### src/rtl/longest_remaining_time_scheduler_core_assert.svh
// ----------------------------------------------------------------------------
// Assertion macros for the longest-remaining-time scheduler core.
// Each macro expects clk and rst_n in scope; checks are off during reset.
// ----------------------------------------------------------------------------
`ifndef LONGEST_REMAINING_TIME_SCHEDULER_CORE_ASSERT_SVH
`define LONGEST_REMAINING_TIME_SCHEDULER_CORE_ASSERT_SVH

// Same-cycle implication
`define LRTS_ASSERT_IMP(lbl, ante, cons, msg) \
  lbl: assert property (@(posedge clk) disable iff (!rst_n) (ante) |-> (cons)) \
    else $error(msg);

// Next-cycle implication
`define LRTS_ASSERT_NXT(lbl, ante, cons, msg) \
  lbl: assert property (@(posedge clk) disable iff (!rst_n) (ante) |=> (cons)) \
    else $error(msg);

`endif

### src/rtl/lrts_pkg.sv
// ----------------------------------------------------------------------------
// lrts_pkg
// Shared constants, types and codes of the longest-remaining-time scheduler.
// ----------------------------------------------------------------------------
package lrts_pkg;

  // Sizing
  localparam int NUM_SLOTS = 4;
  localparam int TIME_BITS = 16;
  localparam int SLOT_BITS = (NUM_SLOTS > 1) ? $clog2(NUM_SLOTS) : 1;

  // Field widths of the stream items
  localparam int CMD_W      = 2;
  localparam int IN_SLOT_W  = 2;
  localparam int FIELD_W    = 16;
  localparam int OUT_SLOT_W = 2;
  localparam int IN_DATA_W  = 40;
  localparam int OUT_DATA_W = 72;

  // Command codes; code 3 is unused and behaves as a no-op
  typedef enum logic [CMD_W-1:0] {
    CMD_LOAD  = 2'd0,
    CMD_TICK  = 2'd1,
    CMD_CLEAR = 2'd2
  } cmd_t;

  typedef logic [TIME_BITS-1:0]                time_t;
  typedef logic [NUM_SLOTS-1:0][TIME_BITS-1:0] time_vec_t;
  typedef logic [SLOT_BITS-1:0]                slot_t;

  // Result of the slot selection
  typedef struct packed {
    logic  valid;
    slot_t slot;
    time_t rem;
  } pick_t;

endpackage

### src/rtl/lrts_pick.sv
// ----------------------------------------------------------------------------
// lrts_pick
// Chooses the arrived slot with the largest nonzero remaining burst;
// ties go to the lowest slot.
// ----------------------------------------------------------------------------
module lrts_pick (
  input  lrts_pkg::time_vec_t arrival,
  input  lrts_pkg::time_vec_t remaining,
  input  lrts_pkg::time_t     now,
  output lrts_pkg::pick_t     pick
);

  // Compare chain over the slots, strict greater keeps the lower slot on ties
  always_comb begin
    logic elig;
    pick = '0;
    for (int i = 0; i < lrts_pkg::NUM_SLOTS; i++) begin
      elig = (arrival[i] <= now) && (remaining[i] != '0);
      if (elig && (!pick.valid || (remaining[i] > pick.rem))) begin
        pick.valid = 1'b1;
        pick.slot  = lrts_pkg::SLOT_BITS'(i);
        pick.rem   = remaining[i];
      end
    end
  end

endmodule

### src/rtl/longest_remaining_time_scheduler_core.sv
// ----------------------------------------------------------------------------
// longest_remaining_time_scheduler_core
// Preemptive longest-remaining-time-first scheduler over a small set of
// process slots, driven by a command stream.
// ----------------------------------------------------------------------------
// Usage:
//   Input stream (in_*): one command per transfer. in_tuser carries the
//   command (load slot, advance one tick, clear all); in_tdata carries the
//   slot, arrival and burst used by a load.
//   Output stream (out_*): exactly one result per command: whether a slot
//   ran, which one, completion/turnaround/waiting on completion, and the
//   clock after the command.
//   Order: a command is taken into the input register, processed from there
//   when the result register is free or being read, and its result is
//   registered in the result register, from which it is presented.
//   Throughput: one command per cycle when not stalled; the path is the slot
//   compare chain, a decrement and the turnaround/waiting subtracts.
//   Stalls: the input register and the result register form a two-deep
//   pipe; while out_tready is low a held result blocks the input register
//   and in_tready drops once both are full. Nothing is lost or repeated.
//   Reset: synchronous active-low rst_n empties the pipe, clears all slots
//   and sets the clock to zero. No clearing pass is needed.
// ----------------------------------------------------------------------------
module longest_remaining_time_scheduler_core (
  input  logic                              clk,
  input  logic                              rst_n,
  // Command input
  input  logic                              in_tvalid,
  output logic                              in_tready,
  // [1:0] slot, [17:2] arrival, [33:18] burst, [39:34] zero
  input  logic [lrts_pkg::IN_DATA_W-1:0]    in_tdata,
  // [1:0] command
  input  logic [lrts_pkg::CMD_W-1:0]        in_tuser,
  // Result output
  output logic                              out_tvalid,
  input  logic                              out_tready,
  // [0] ran, [2:1] running_slot, [3] completed, [19:4] completion_time,
  // [35:20] turnaround, [51:36] waiting, [67:52] time_now, [71:68] zero
  output logic [lrts_pkg::OUT_DATA_W-1:0]   out_tdata
);

  `include "longest_remaining_time_scheduler_core_assert.svh"

  localparam int FW = lrts_pkg::FIELD_W;

  // Input register
  logic                             in_valid_r, in_valid_nxt;
  logic [lrts_pkg::CMD_W-1:0]       cmd_r;
  logic [lrts_pkg::IN_SLOT_W-1:0]   slot_r;
  logic [FW-1:0]                    arrival_r;
  logic [FW-1:0]                    burst_r;

  // Scheduler state
  lrts_pkg::time_vec_t arr_r, arr_nxt;
  lrts_pkg::time_vec_t rem_r, rem_nxt;
  lrts_pkg::time_vec_t orig_r, orig_nxt;
  lrts_pkg::time_t     time_r, time_nxt;

  // Result register
  logic                                  out_valid_r, out_valid_nxt;
  logic [lrts_pkg::OUT_DATA_W-1:0]       out_data_r, out_data_nxt;

  logic            adv;
  lrts_pkg::pick_t pick;
  lrts_pkg::time_t tick_time, turn, wait_time, load_arr, load_bur;
  logic            ran, done;

  // Pipe control: the input register moves on when the result slot frees up
  assign adv           = in_valid_r && (!out_valid_r || out_tready);
  assign in_tready     = !in_valid_r || adv;
  assign in_valid_nxt  = (in_tvalid && in_tready) ? 1'b1 : (adv ? 1'b0 : in_valid_r);
  assign out_valid_nxt = adv ? 1'b1 : (out_tready ? 1'b0 : out_valid_r);
  assign out_tvalid    = out_valid_r;
  assign out_tdata     = out_data_r;

  lrts_pick u_pick (
    .arrival   (arr_r),
    .remaining (rem_r),
    .now       (time_r),
    .pick      (pick)
  );

  // Tick arithmetic on the selected slot
  assign load_arr  = lrts_pkg::TIME_BITS'(arrival_r);
  assign load_bur  = lrts_pkg::TIME_BITS'(burst_r);
  assign tick_time = (time_r != '1) ? time_r + 1'b1 : time_r;
  assign turn      = tick_time - arr_r[pick.slot];
  assign wait_time = (turn >= orig_r[pick.slot]) ? turn - orig_r[pick.slot] : '0;

  // Command execution and result packing
  always_comb begin
    arr_nxt      = arr_r;
    rem_nxt      = rem_r;
    orig_nxt     = orig_r;
    time_nxt     = time_r;
    ran          = 1'b0;
    done         = 1'b0;
    out_data_nxt = '0;
    if (adv) begin
      unique case (cmd_r)
        lrts_pkg::CMD_LOAD: begin
          for (int i = 0; i < lrts_pkg::NUM_SLOTS; i++) begin
            if (int'(slot_r) == i) begin
              arr_nxt[i]  = load_arr;
              rem_nxt[i]  = load_bur;
              orig_nxt[i] = load_bur;
            end
          end
        end
        lrts_pkg::CMD_TICK: begin
          time_nxt = tick_time;
          if (pick.valid) begin
            ran                 = 1'b1;
            rem_nxt[pick.slot]  = pick.rem - 1'b1;
            done                = (pick.rem == lrts_pkg::TIME_BITS'(1));
          end
        end
        lrts_pkg::CMD_CLEAR: begin
          arr_nxt  = '0;
          rem_nxt  = '0;
          orig_nxt = '0;
          time_nxt = '0;
        end
        default: begin
        end
      endcase
    end
    out_data_nxt[0]     = ran;
    out_data_nxt[2:1]   = ran ? lrts_pkg::OUT_SLOT_W'(pick.slot) : '0;
    out_data_nxt[3]     = done;
    out_data_nxt[19:4]  = done ? FW'(tick_time) : '0;
    out_data_nxt[35:20] = done ? FW'(turn) : '0;
    out_data_nxt[51:36] = done ? FW'(wait_time) : '0;
    out_data_nxt[67:52] = FW'(time_nxt);
  end

  // Control and state registers
  always_ff @(posedge clk) begin
    if (!rst_n) begin
      in_valid_r  <= 1'b0;
      out_valid_r <= 1'b0;
      arr_r       <= '0;
      rem_r       <= '0;
      orig_r      <= '0;
      time_r      <= '0;
    end else begin
      in_valid_r  <= in_valid_nxt;
      out_valid_r <= out_valid_nxt;
      arr_r       <= arr_nxt;
      rem_r       <= rem_nxt;
      orig_r      <= orig_nxt;
      time_r      <= time_nxt;
    end
  end

  // Payload registers
  always_ff @(posedge clk) begin
    if (in_tvalid && in_tready) begin
      cmd_r     <= in_tuser;
      slot_r    <= in_tdata[1:0];
      arrival_r <= in_tdata[17:2];
      burst_r   <= in_tdata[33:18];
    end
    if (adv) begin
      out_data_r <= out_data_nxt;
    end
  end

  // Checks
  `LRTS_ASSERT_IMP(a_ready_blocked, !in_tready, in_valid_r && out_valid_r && !out_tready,
    "input stalled without a full pipe")
  `LRTS_ASSERT_IMP(a_done_has_run, out_valid_r && out_data_r[3], out_data_r[0],
    "completion reported without a served slot")
  `LRTS_ASSERT_NXT(a_tick_clock, adv && (cmd_r == lrts_pkg::CMD_TICK) && (time_r != '1),
    time_r == $past(time_r) + 1'b1, "clock did not advance on a tick")
  `LRTS_ASSERT_NXT(a_clear_all, adv && (cmd_r == lrts_pkg::CMD_CLEAR),
    (time_r == '0) && (rem_r == '0), "clear left state behind")

endmodule
### config.mk
export PLATFORM = sky130hd
export DESIGN_NAME = longest_remaining_time_scheduler_core
export DESIGN_NICKNAME = d
export VERILOG_FILES = /design/src/rtl/lrts_pkg.sv /design/src/rtl/lrts_pick.sv /design/src/rtl/longest_remaining_time_scheduler_core.sv
export VERILOG_INCLUDE_DIRS = /design/src /design/src/rtl
export SDC_FILE = /design/constraint.sdc
export NUM_CORES = 1
export LEC_CHECK = 0
export BUFFER_PORTS_ARGS = -buffer_cell sky130_fd_sc_hd__buf_2
export CAP_MARGIN = 15
export CORE_MARGIN = 3
export CORE_UTILIZATION = 56
export CTS_CLUSTER_DIAMETER = 120
export DETAILED_ROUTE_END_ITERATION = 16
export PLACE_DENSITY = 0.77
export REMOVE_ABC_BUFFERS = 1
export SLEW_MARGIN = 10
export SYNTH_ARGS = -nofsm -noshare
export SYNTH_HDL_FRONTEND = slang
export SYNTH_SLANG_ARGS = --single-unit
### constraint.sdc
create_clock -name clk -period 12.5 [get_ports clk]
set_input_delay 0 -clock clk [delete_from_list [all_inputs] [get_ports clk]]
set_output_delay 0 -clock clk [all_outputs]
set_load 0.02 [all_outputs]
==> results.toml, run 1 <==
[outcome]
outcome = "finished clean"

[cts]
clkTransAtPathRegs_ns = 0.06
cts_tree = "yes"
ctsHtreeMaxLevel = 2
cts-root-buf = "clkbuf_16"
cts_num_sinks = 314
cts_made_buffers = 35
ctsLongestPathBuffers = 3
insertion_delay_ns = 0.53

[setup_path]
number_of_cells_on_the_worst_reg_to_reg_path = 50
worstPathArrival_ns = 12.42
critical_path_required_ns = 12.86
worstSetupEndpointType = "register"
path_class = "register to register"
setup.worst_path.start_class = "register"
timing.critical_path.slowest_stage_cell = "a311o_2"
crit_fanout = 23
critPathMaxStageDelay_ns = 0.50
worst_path_most_repeated_cell = "ha_1"

[route]
final_antenna_net_count = 0
wl_per_cell_um = 21.2
drt-vias-per-instance = 6.32
detail_route.drc_violations = 0
drt_iter0_drc = 1867
drt_pre_antenna_iters = 6
vias = 17400
route.final.wire_length_um = 58600

[floorplanning]
die-width_um = 187
placeableCoreArea_um2 = 31900
total_die_area_um2 = 34900
core.rowCount = 65
die_y_um = 187
floorplan.initialDensity = 0.575
top_level_ports = 120

[power_and_ir_drop]
pwr_density_cell_nw_per_um2 = 228
power_leakage_nw = 8.15
vdd_ir_drop_max_v = 0.000198
design_power_total_mw = 4.84

[placed_design]
gp_congestion = 0.965
place_ws_ns = -0.0597
place_area_um2 = 19500
port_buffers = 109
dp.final_hpwl_um = 40600

[yosys]
yosys_warnings = 0
synth_top_flop_cell = "dfxtp_1"
synth_enable_flop_cells = 104
synth_area_per_cell_um2 = 8.48
synth.yosys.seq_area_share = 0.400
synth.top_cell.area_share = 0.230
synthesis.instances = 2160
synth_area_leader_cell = "dfxtp_1"
synth_area_um2 = 18300
synth.ff_latch_count = 314
async_set_reset_flop_share_out_of_synthesis = 0
synth.lib_cells_used.distinct = 84
ys_top_cells_by_area = "dfxtp_1 (23%), edfxtp_1 (17%), ha_1 (10%), nand2_1 (7.9%), a21oi_1 (6.5%)"

[finish]
final_nets = 2493
area_growth_pct = 16.0
post_route_cells_drive_above_1_share = 0.132
num_antenna_cells = 0
finish.instance_area_um2 = 21300
finish.utilization = 0.667

[global_routing]
pin_count_of_the_biggest_net_entering_global_routing = 89
grt_pass1_wl_um = 90700
gr-usage-all-layers = 0.322
grt.overflow.total = 0
grt_pass1_vias = 16600
grt_antenna_before_repair = 0

[sta]
timing.final.hold_violations = 0
worst_case_headroom_to_the_max_slew_limit = 0.189
worst_pin_slew_ns = 1.21
whs_ns = 0.0952
final.setup.worst_slack_ns = 0.438
number_of_slew_limit_violations_in_the_final_report = 0
setup_violations = 0
finClkSkew_ns = 0.0229
achievable_frequency_mhz = 82.9
layout_worst_path_cycle_share = 0.965
layout_min_cycle_time_ns = 12.06

[flow_run]
maxCapViolations = 0

[min_path]
hp-class = "primary input to register"
holdPathStages = 3
## synth_stat cells, types with 30 or more instances
library cell,count
inv_1,80
nand3_1,57
nor2_1,126
nor3_1,45
edfxtp_1,104
a21oi_1,239
nand4_1,36
nand2_1,386
ha_1,148
clkbuf_1,95
and2_1,41
dfxtp_1,210
o21ai_0,97
nor2b_1,63
xnor2_1,30
## through the flow
| step | std cells | TNS, ns |
|---|---|---|
| after global placement | 2646 | 0 |
| after detailed placement | 2647 | -0.114 |
| final | 2759 | 0 |
| after floorplan | 2046 | -15.36 |
| after CTS | 2750 | 0 |
| after global routing | 2759 | -0.0196 |
## state kept, by name (all words and copies together), names as in the netlist, 2 cells and up
signal	count
arrival_r	16
arr_r	64
time_r	16
burst_r	16
rem_r	64
cmd_r	2
orig_r	64
out_tdata	68
slot_r	2
## routing by layer
layer	vias up	GRT usage	wire, um
met5	-	0	0
met4	0	0.171	3260
met3	201	0.0452	5410
met2	958	0.530	26900
met1	8179	0.414	23000
li1	8108	-	-
## cell usage in the layout, fill, tap and decap left out, types with 8 or more instances in the layout
master	n
o22ai_1	8
ha_1	148
nand3_1	57
dlygate4sd3_1	39
and2_1	40
o221ai_1	13
inv_1	80
clkbuf_16	35
nor2b_1	63
buf_4	58
buf_2	109
o211ai_1	12
edfxtp_1	104
a221oi_1	25
o21ai_1	11
a22o_1	12
o21a_1	13
nand4_1	36
mux2_2	9
xnor2_1	29
nor4_1	26
a41oi_1	8
a211oi_1	12
o21ai_0	92
a22oi_1	27
nand2_1	386
a21o_1	24
a31o_2	12
nand2b_1	14
a21oi_1	235
a31oi_1	23
and3_1	15
nor3_1	43
nor2_1	121
dfxtp_1	209
## power by group
part	switching [mW]	leakage [nW]	internal, mW	total [mW]
clock network	0.436	0.560	0.616	1.05
registers	0.0242	2.70	1.09	1.11
logic	1.68	4.89	0.998	2.68
## logic make-up (layout without fill, tap and decap cells)
group | count (synthesis) | after routing | synth area share
mux | 15 | 15 | 0.00881
xor+xnor | 35 | 35 | 0.0167
simple gates | 836 | 836 | 0.215
buf+inv | 199 | 357 | 0.0436
flops | 314 | 314 | 0.400
other cells | 1 | 4 | 0.000205
fa+ha+maj | 152 | 152 | 0.104
compound gates | 608 | 611 | 0.211
## repair_timing
action / 4_1_cts / 5_1_grt
hold buffers: 39 / 0
setup endpoints to repair: 8 / 16
buffers inserted: 0 / 6
pin swaps: 0 / 9
gates cloned: 0 / 3
gates resized for setup: 1 / 34
hold endpoints to repair: 38 / 0
## worst max-delay path, delay by kind of cell (launching register included)
kind | cells | cell delay (ns)
flip-flops | 1 | 0.40
buffers and inverters | 7 | 1.30
XOR/XNOR | 1 | 0.36
adder cells (fa/ha/maj) | 6 | 1.82
AO/OA/AOI/OAI | 15 | 3.46
multiplexers | 2 | 0.48
AND/OR/NAND/NOR | 19 | 4.05
## worst paths after layout
kind               from       endpoint  slack [ns]
max reg2reg  time_r[12]  out_tdata[44]        0.44
min               rst_n      rem_r[62]         0.1
max          time_r[12]  out_tdata[44]        0.44
min reg2reg  orig_r[25]     orig_r[25]        0.46
## cell type report
| class | count | area, um^2 |
|---|---|---|
| clock buffers | 43 | 926 |
| clock inverters | 21 | 228 |
| fillers | 2615 | 10600 |
| inverters | 82 | 310 |
| multi-input cells | 1653 | 10500 |
| flip-flops and latches | 314 | 7330 |
| well taps | 435 | 544 |
| repair buffers | 211 | 1450 |
Note: power is estimated with default switching activity, not from simulation.
==> inputs of run 2 (changes only) <==
REMOVE_ABC_BUFFERS = default   (was 1)
==> results.toml, run 2 (synthesis gave the netlist of run 1 again) <==
[floorplanning]
die-width_um = 187
total_die_area_um2 = 34900
floorplan.initialDensity = 0.575
core.rowCount = 65
die_y_um = 187
placeableCoreArea_um2 = 31900
top_level_ports = 120

[sta]
setup_violations = 0
layout_worst_path_cycle_share = 0.954
number_of_slew_limit_violations_in_the_final_report = 0
achievable_frequency_mhz = 83.8
layout_min_cycle_time_ns = 11.93
finClkSkew_ns = 0.0207
timing.final.hold_violations = 0
worst_pin_slew_ns = 1.24
worst_case_headroom_to_the_max_slew_limit = 0.168
final.setup.worst_slack_ns = 0.572

[setup_path]
worstPathArrival_ns = 12.21
crit_fanout = 12
critPathMaxStageDelay_ns = 0.42
timing.critical_path.slowest_stage_cell = "a22oi_1"
setup.worst_path.start_class = "register"
path_class = "register to register"
worstSetupEndpointType = "register"
critical_path_required_ns = 12.78

[power_and_ir_drop]
pwr_density_cell_nw_per_um2 = 231
pwr-share-seq = 0.227
p_int_mw = 2.70
vdd_ir_drop_max_v = 0.000252
swShare = 0.449
power.clock.fraction = 0.227
power_leakage_nw = 8.13
combinationalPowerShare = 0.546
p_switching_mw = 2.20

[cts]
cts_made_buffers = 36
clkTransAtPathRegs_ns = 0.06
insertion_delay_ns = 0.54
cts_num_sinks = 314
cts_tree = "yes"
ctsHtreeMaxLevel = 2
cts-root-buf = "clkbuf_16"
ctsLongestPathBuffers = 3

[placed_design]
place_ws_ns = 0.0368
placed_cells_incl_taps = 2633
gp_congestion = 0.993
dp.final_hpwl_um = 42000
port_buffers = 109

[global_routing]
grt.overflow.total = 0
pin_count_of_the_biggest_net_entering_global_routing = 94
grt_antenna_before_repair = 1
gr-usage-all-layers = 0.329
grt_pass1_wl_um = 92100
grt_pass1_vias = 16500

[route]
drt-vias-per-instance = 6.42
wl_per_cell_um = 22.1
detail_route.drc_violations = 0
vias = 17700
route.final.wire_length_um = 60800
drt_pre_antenna_iters = 6
drt_iter0_drc = 1906
final_antenna_net_count = 0

[min_path]
hp-class = "primary input to register"

[finish]
ff_latch_area_um2 = 7330
area_growth_pct = 15.8
layoutNonFillerInstCount = 2750
final_nets = 2483
mostFrequentLayoutCells = "nand2_1 (386), a21oi_1 (233), dfxtp_1 (210)"
num_antenna_cells = 0
multi_input_gate_area_um2 = 10500
filler_cell_count = 2625
largest_register_ff_count = 68
most_common_library_cell_in_the_layout_ignoring_fill_and_taps = "nand2_1"
post_route_cells_drive_above_1_share = 0.130

[outcome]
outcome = "finished clean"

[flow_run]
maxCapViolations = 0
[run 2: timing repair]
| item | 4_1_cts | 5_1_grt |
|---|---|---|
| gates resized for setup | 1 | 28 |
| pin swaps | 0 | 11 |
| cloned | 0 | 2 |
| hold buffers | 39 | 0 |
| setup endpoints to repair | 2 | 16 |
| endpoints found under the hold margin | 38 | 0 |
| setup buffers | 0 | 10 |
[run 2: worst paths after layout]
kind	start	to	slack, ns	depth (start not counted)
worst max register to register	time_r[7]	out_tdata[48]	0.57	49
worst max-delay path	time_r[7]	out_tdata[48]	0.57	49
worst min register to register	orig_r[13]	orig_r[13]	0.45	2
worst min-delay path	rst_n	rem_r[31]	0.11	4
[run 2: critical path: cells and delay by family (launching register included)]
family,cells,cell delay [ns]
AO/OA/AOI/OAI,28,6.73
adder cells (fa/ha/maj),6,1.88
AND/OR/NAND/NOR,11,1.81
multiplexers,1,0.39
flip-flops,1,0.36
buffers and inverters,2,0.31
XOR/XNOR,1,0.18
[run 2: per-layer routing]
| metal | vias up | wire (um) | global-route usage |
|---|---|---|---|
| li1 | 8072 | - | - |
| met1 | 8292 | 23300 | 0.414 |
| met2 | 1004 | 27900 | 0.541 |
| met3 | 282 | 5610 | 0.0513 |
| met4 | 0 | 4000 | 0.188 |
| met5 | - | 0 | 0 |
[run 2: area by class of cell]
type / instances / area share
Clock buffer: 43 / 0.0461
Clock inverter: 23 / 0.0121
Inverter: 82 / 0.0146
Multi-Input combinational cell: 1652 / 0.493
Sequential cell: 314 / 0.345
Tap cell: 435 / 0.0257
Timing Repair Buffer: 201 / 0.0635
[run 2: power groups by stage]
| stage | clock network, mW | registers [mW] | logic (mW) |
|---|---|---|---|
| after floorplan | 0 | 1.13 | 1.74 |
| after global placement | 0 | 1.13 | 2.42 |
| after detailed placement | 0 | 1.13 | 2.47 |
| after CTS | 1.11 | 1.11 | 2.49 |
| after global routing | 1.16 | 1.11 | 2.86 |
| final | 1.11 | 1.11 | 2.67 |
[run 2: per-stage QoR]
stage	instance area (um^2)	total power [mW]	util	hold slack [ns]	TNS [ns]
global placement	19400	3.55	0.607	0.177	0
finish	21200	4.89	0.666	0.111	0
global route	21200	5.13	0.666	0.117	-0.361
floorplan	18300	2.87	-	0.0989	0
CTS	21000	4.71	0.659	0.0919	0
detailed placement	19400	3.60	0.607	0.178	0
==> inputs of run 3 (changes only) <==
CORE_UTILIZATION = 37   (was 56)
PLACE_DENSITY = 0.54   (was 0.77)
SLEW_MARGIN = 20   (was 10)
==> results.toml, run 3 (synthesis gave the netlist of run 1 again) <==
[outcome]
outcome = "finished clean"

[setup_path]
r2r-end = "out_tdata[44]"
crit-reg2reg-launch = "time_r[6]"
critPathMaxStageDelay_ns = 0.50
worst_path_most_repeated_cell = "ha_1"
crit_fanout = 15
path_class = "register to register"
worstPathArrival_ns = 12.28
setup.worst_path.start_class = "register"
timing.critical_path.slowest_stage_cell = "a311o_2"
worstSetupEndpointType = "register"
rrSetupSlack_ns = 0.62
number_of_cells_on_the_worst_reg_to_reg_path = 51
critical_path_required_ns = 12.90
crit_start = "time_r[6]"

[placed_design]
port_buffers = 109
gp_congestion = 0.957
placed_cells_incl_taps = 2861
dp.final_hpwl_um = 45400
place_ws_ns = 0.161

[cts]
ctsLongestPathBuffers = 3
cts_made_buffers = 38
insertion_delay_ns = 0.57
cts_num_sinks = 314
clkTransAtPathRegs_ns = 0.06
ctsHtreeMaxLevel = 2
cts_tree = "yes"
cts-root-buf = "clkbuf_16"

[floorplanning]
total_die_area_um2 = 52200
floorplan.initialDensity = 0.379
die-width_um = 228
die_y_um = 228
placeableCoreArea_um2 = 48300
core.rowCount = 80
top_level_ports = 120

[min_path]
hp-class = "primary input to register"
holdPathStages = 4
min_delay_worst_endpoint = "rem_r[31]"
timing.hold.worst.start = "rst_n"

[finish]
post_route_cells_drive_above_1_share = 0.130
most_common_library_cell_in_the_layout_ignoring_fill_and_taps = "nand2_1"
area_growth_pct = 18.4
mostFrequentLayoutCells = "nand2_1 (386), a21oi_1 (237), dfxtp_1 (210)"
final_nets = 2492
largest_register_ff_count = 68
layoutNonFillerInstCount = 2982
filler_cell_count = 4743
finish.utilization = 0.448
num_antenna_cells = 0

[power_and_ir_drop]
power_leakage_nw = 8.21
vdd_ir_drop_max_v = 0.000146
pwr_density_cell_nw_per_um2 = 229
design_power_total_mw = 4.97

[route]
vias = 17200
drt_iter0_drc = 1646
final_antenna_net_count = 0
drt-vias-per-instance = 5.76
drt_pre_antenna_iters = 5
wl_per_cell_um = 21.5
route.final.wire_length_um = 64100
detail_route.drc_violations = 0

[global_routing]
grt.met2_usage = 0.400
grt.overflow.total = 0
grt_antenna_before_repair = 2
met3_usage = 0.0319
pin_count_of_the_biggest_net_entering_global_routing = 90
grt_pass1_wl_um = 96600
gr-usage-all-layers = 0.235
highest_utilization_routing_layer_at_the_global_route_stage = "met2"
grtUsageMet1 = 0.303
grt_pass1_vias = 16300

[sta]
setup_violations = 0
number_of_slew_limit_violations_in_the_final_report = 0
timing.final.hold_violations = 0
worst_pin_slew_ns = 1.15
layout_worst_path_cycle_share = 0.951
achievable_frequency_mhz = 84.1
final.setup.worst_slack_ns = 0.616
finClkSkew_ns = 0.0281
layout_min_cycle_time_ns = 11.88
worst_case_headroom_to_the_max_slew_limit = 0.228

[flow_run]
maxCapViolations = 0
## run 3: cell types whose count changed in the layout (fill, tap and decap cells not counted), moves of 3 or more
cell,before,now
clkbuf_1,3,9
a21oi_2,5,0
buf_16,0,4
inv_6,4,1
clkinv_1,1,7
a21oi_1,233,237
## run 3: worst max-delay path by stage
| stage | to | depth (start not counted) |
|---|---|---|
| 3_5_place_dp | out_tdata[50] | 47 |
| 2_1_floorplan | out_tdata[50] | 65 |
| 3_3_place_gp | out_tdata[50] | 49 |
| 6_report | out_tdata[44] | 51 |
| 4_1_cts | out_tdata[44] | 50 |
| 5_1_grt | out_tdata[42] | 52 |
## run 3: area by class of cell
type / instances / area (um^2) / area share
clock buffers: 49 / 1020 / 0.0472
clock inverters: 21 / 231 / 0.0107
inverters: 82 / 312 / 0.0144
multi-input cells: 1652 / 10500 / 0.482
flip-flops and latches: 314 / 7330 / 0.338
well taps: 656 / 821 / 0.0379
repair buffers: 208 / 1510 / 0.0696
## run 3: metal layers
layer  wire, um  vias to the layer above
li1           -                     8116
met1      26900                     8219
met2      30300                      693
met3       4300                      147
met4       2650                        0
met5          0                        -
## run 3: timing repair
item / CTS / global route
hold endpoints to repair: 38 / 0
hold buffers: 39 / 0
resized for setup: 0 / 29
buffers inserted: 0 / 6
endpoints found under the setup margin: 0 / 16
## run 3: critical path, delay by kind of cell (launching register included)
kind	cells	cell delay, ns
xor gates and xnor gates	1	0.22
buffers and inverters	4	0.58
muxes	2	0.46
AOI/OAI and AO/OA	19	4.04
adders and majority gates	7	2.33
and+or+nand+nor	18	3.67
DFF	1	0.40
## run 3: through the flow
step           area [um^2]  hold slack, ns  TNS (ns)
3_5_place_dp         19700           0.178         0
6_report             21700          0.0949         0
3_3_place_gp         19700           0.178         0
2_1_floorplan        18300          0.0989         0
4_1_cts              21400          0.0575         0
5_1_grt              21700           0.115   -0.0235
## run 3: power breakdown
| part | internal [mW] | switching (mW) |
|---|---|---|
| Combinational | 0.993 | 1.73 |
| Clock | 0.665 | 0.463 |
| Sequential | 1.09 | 0.0278 |
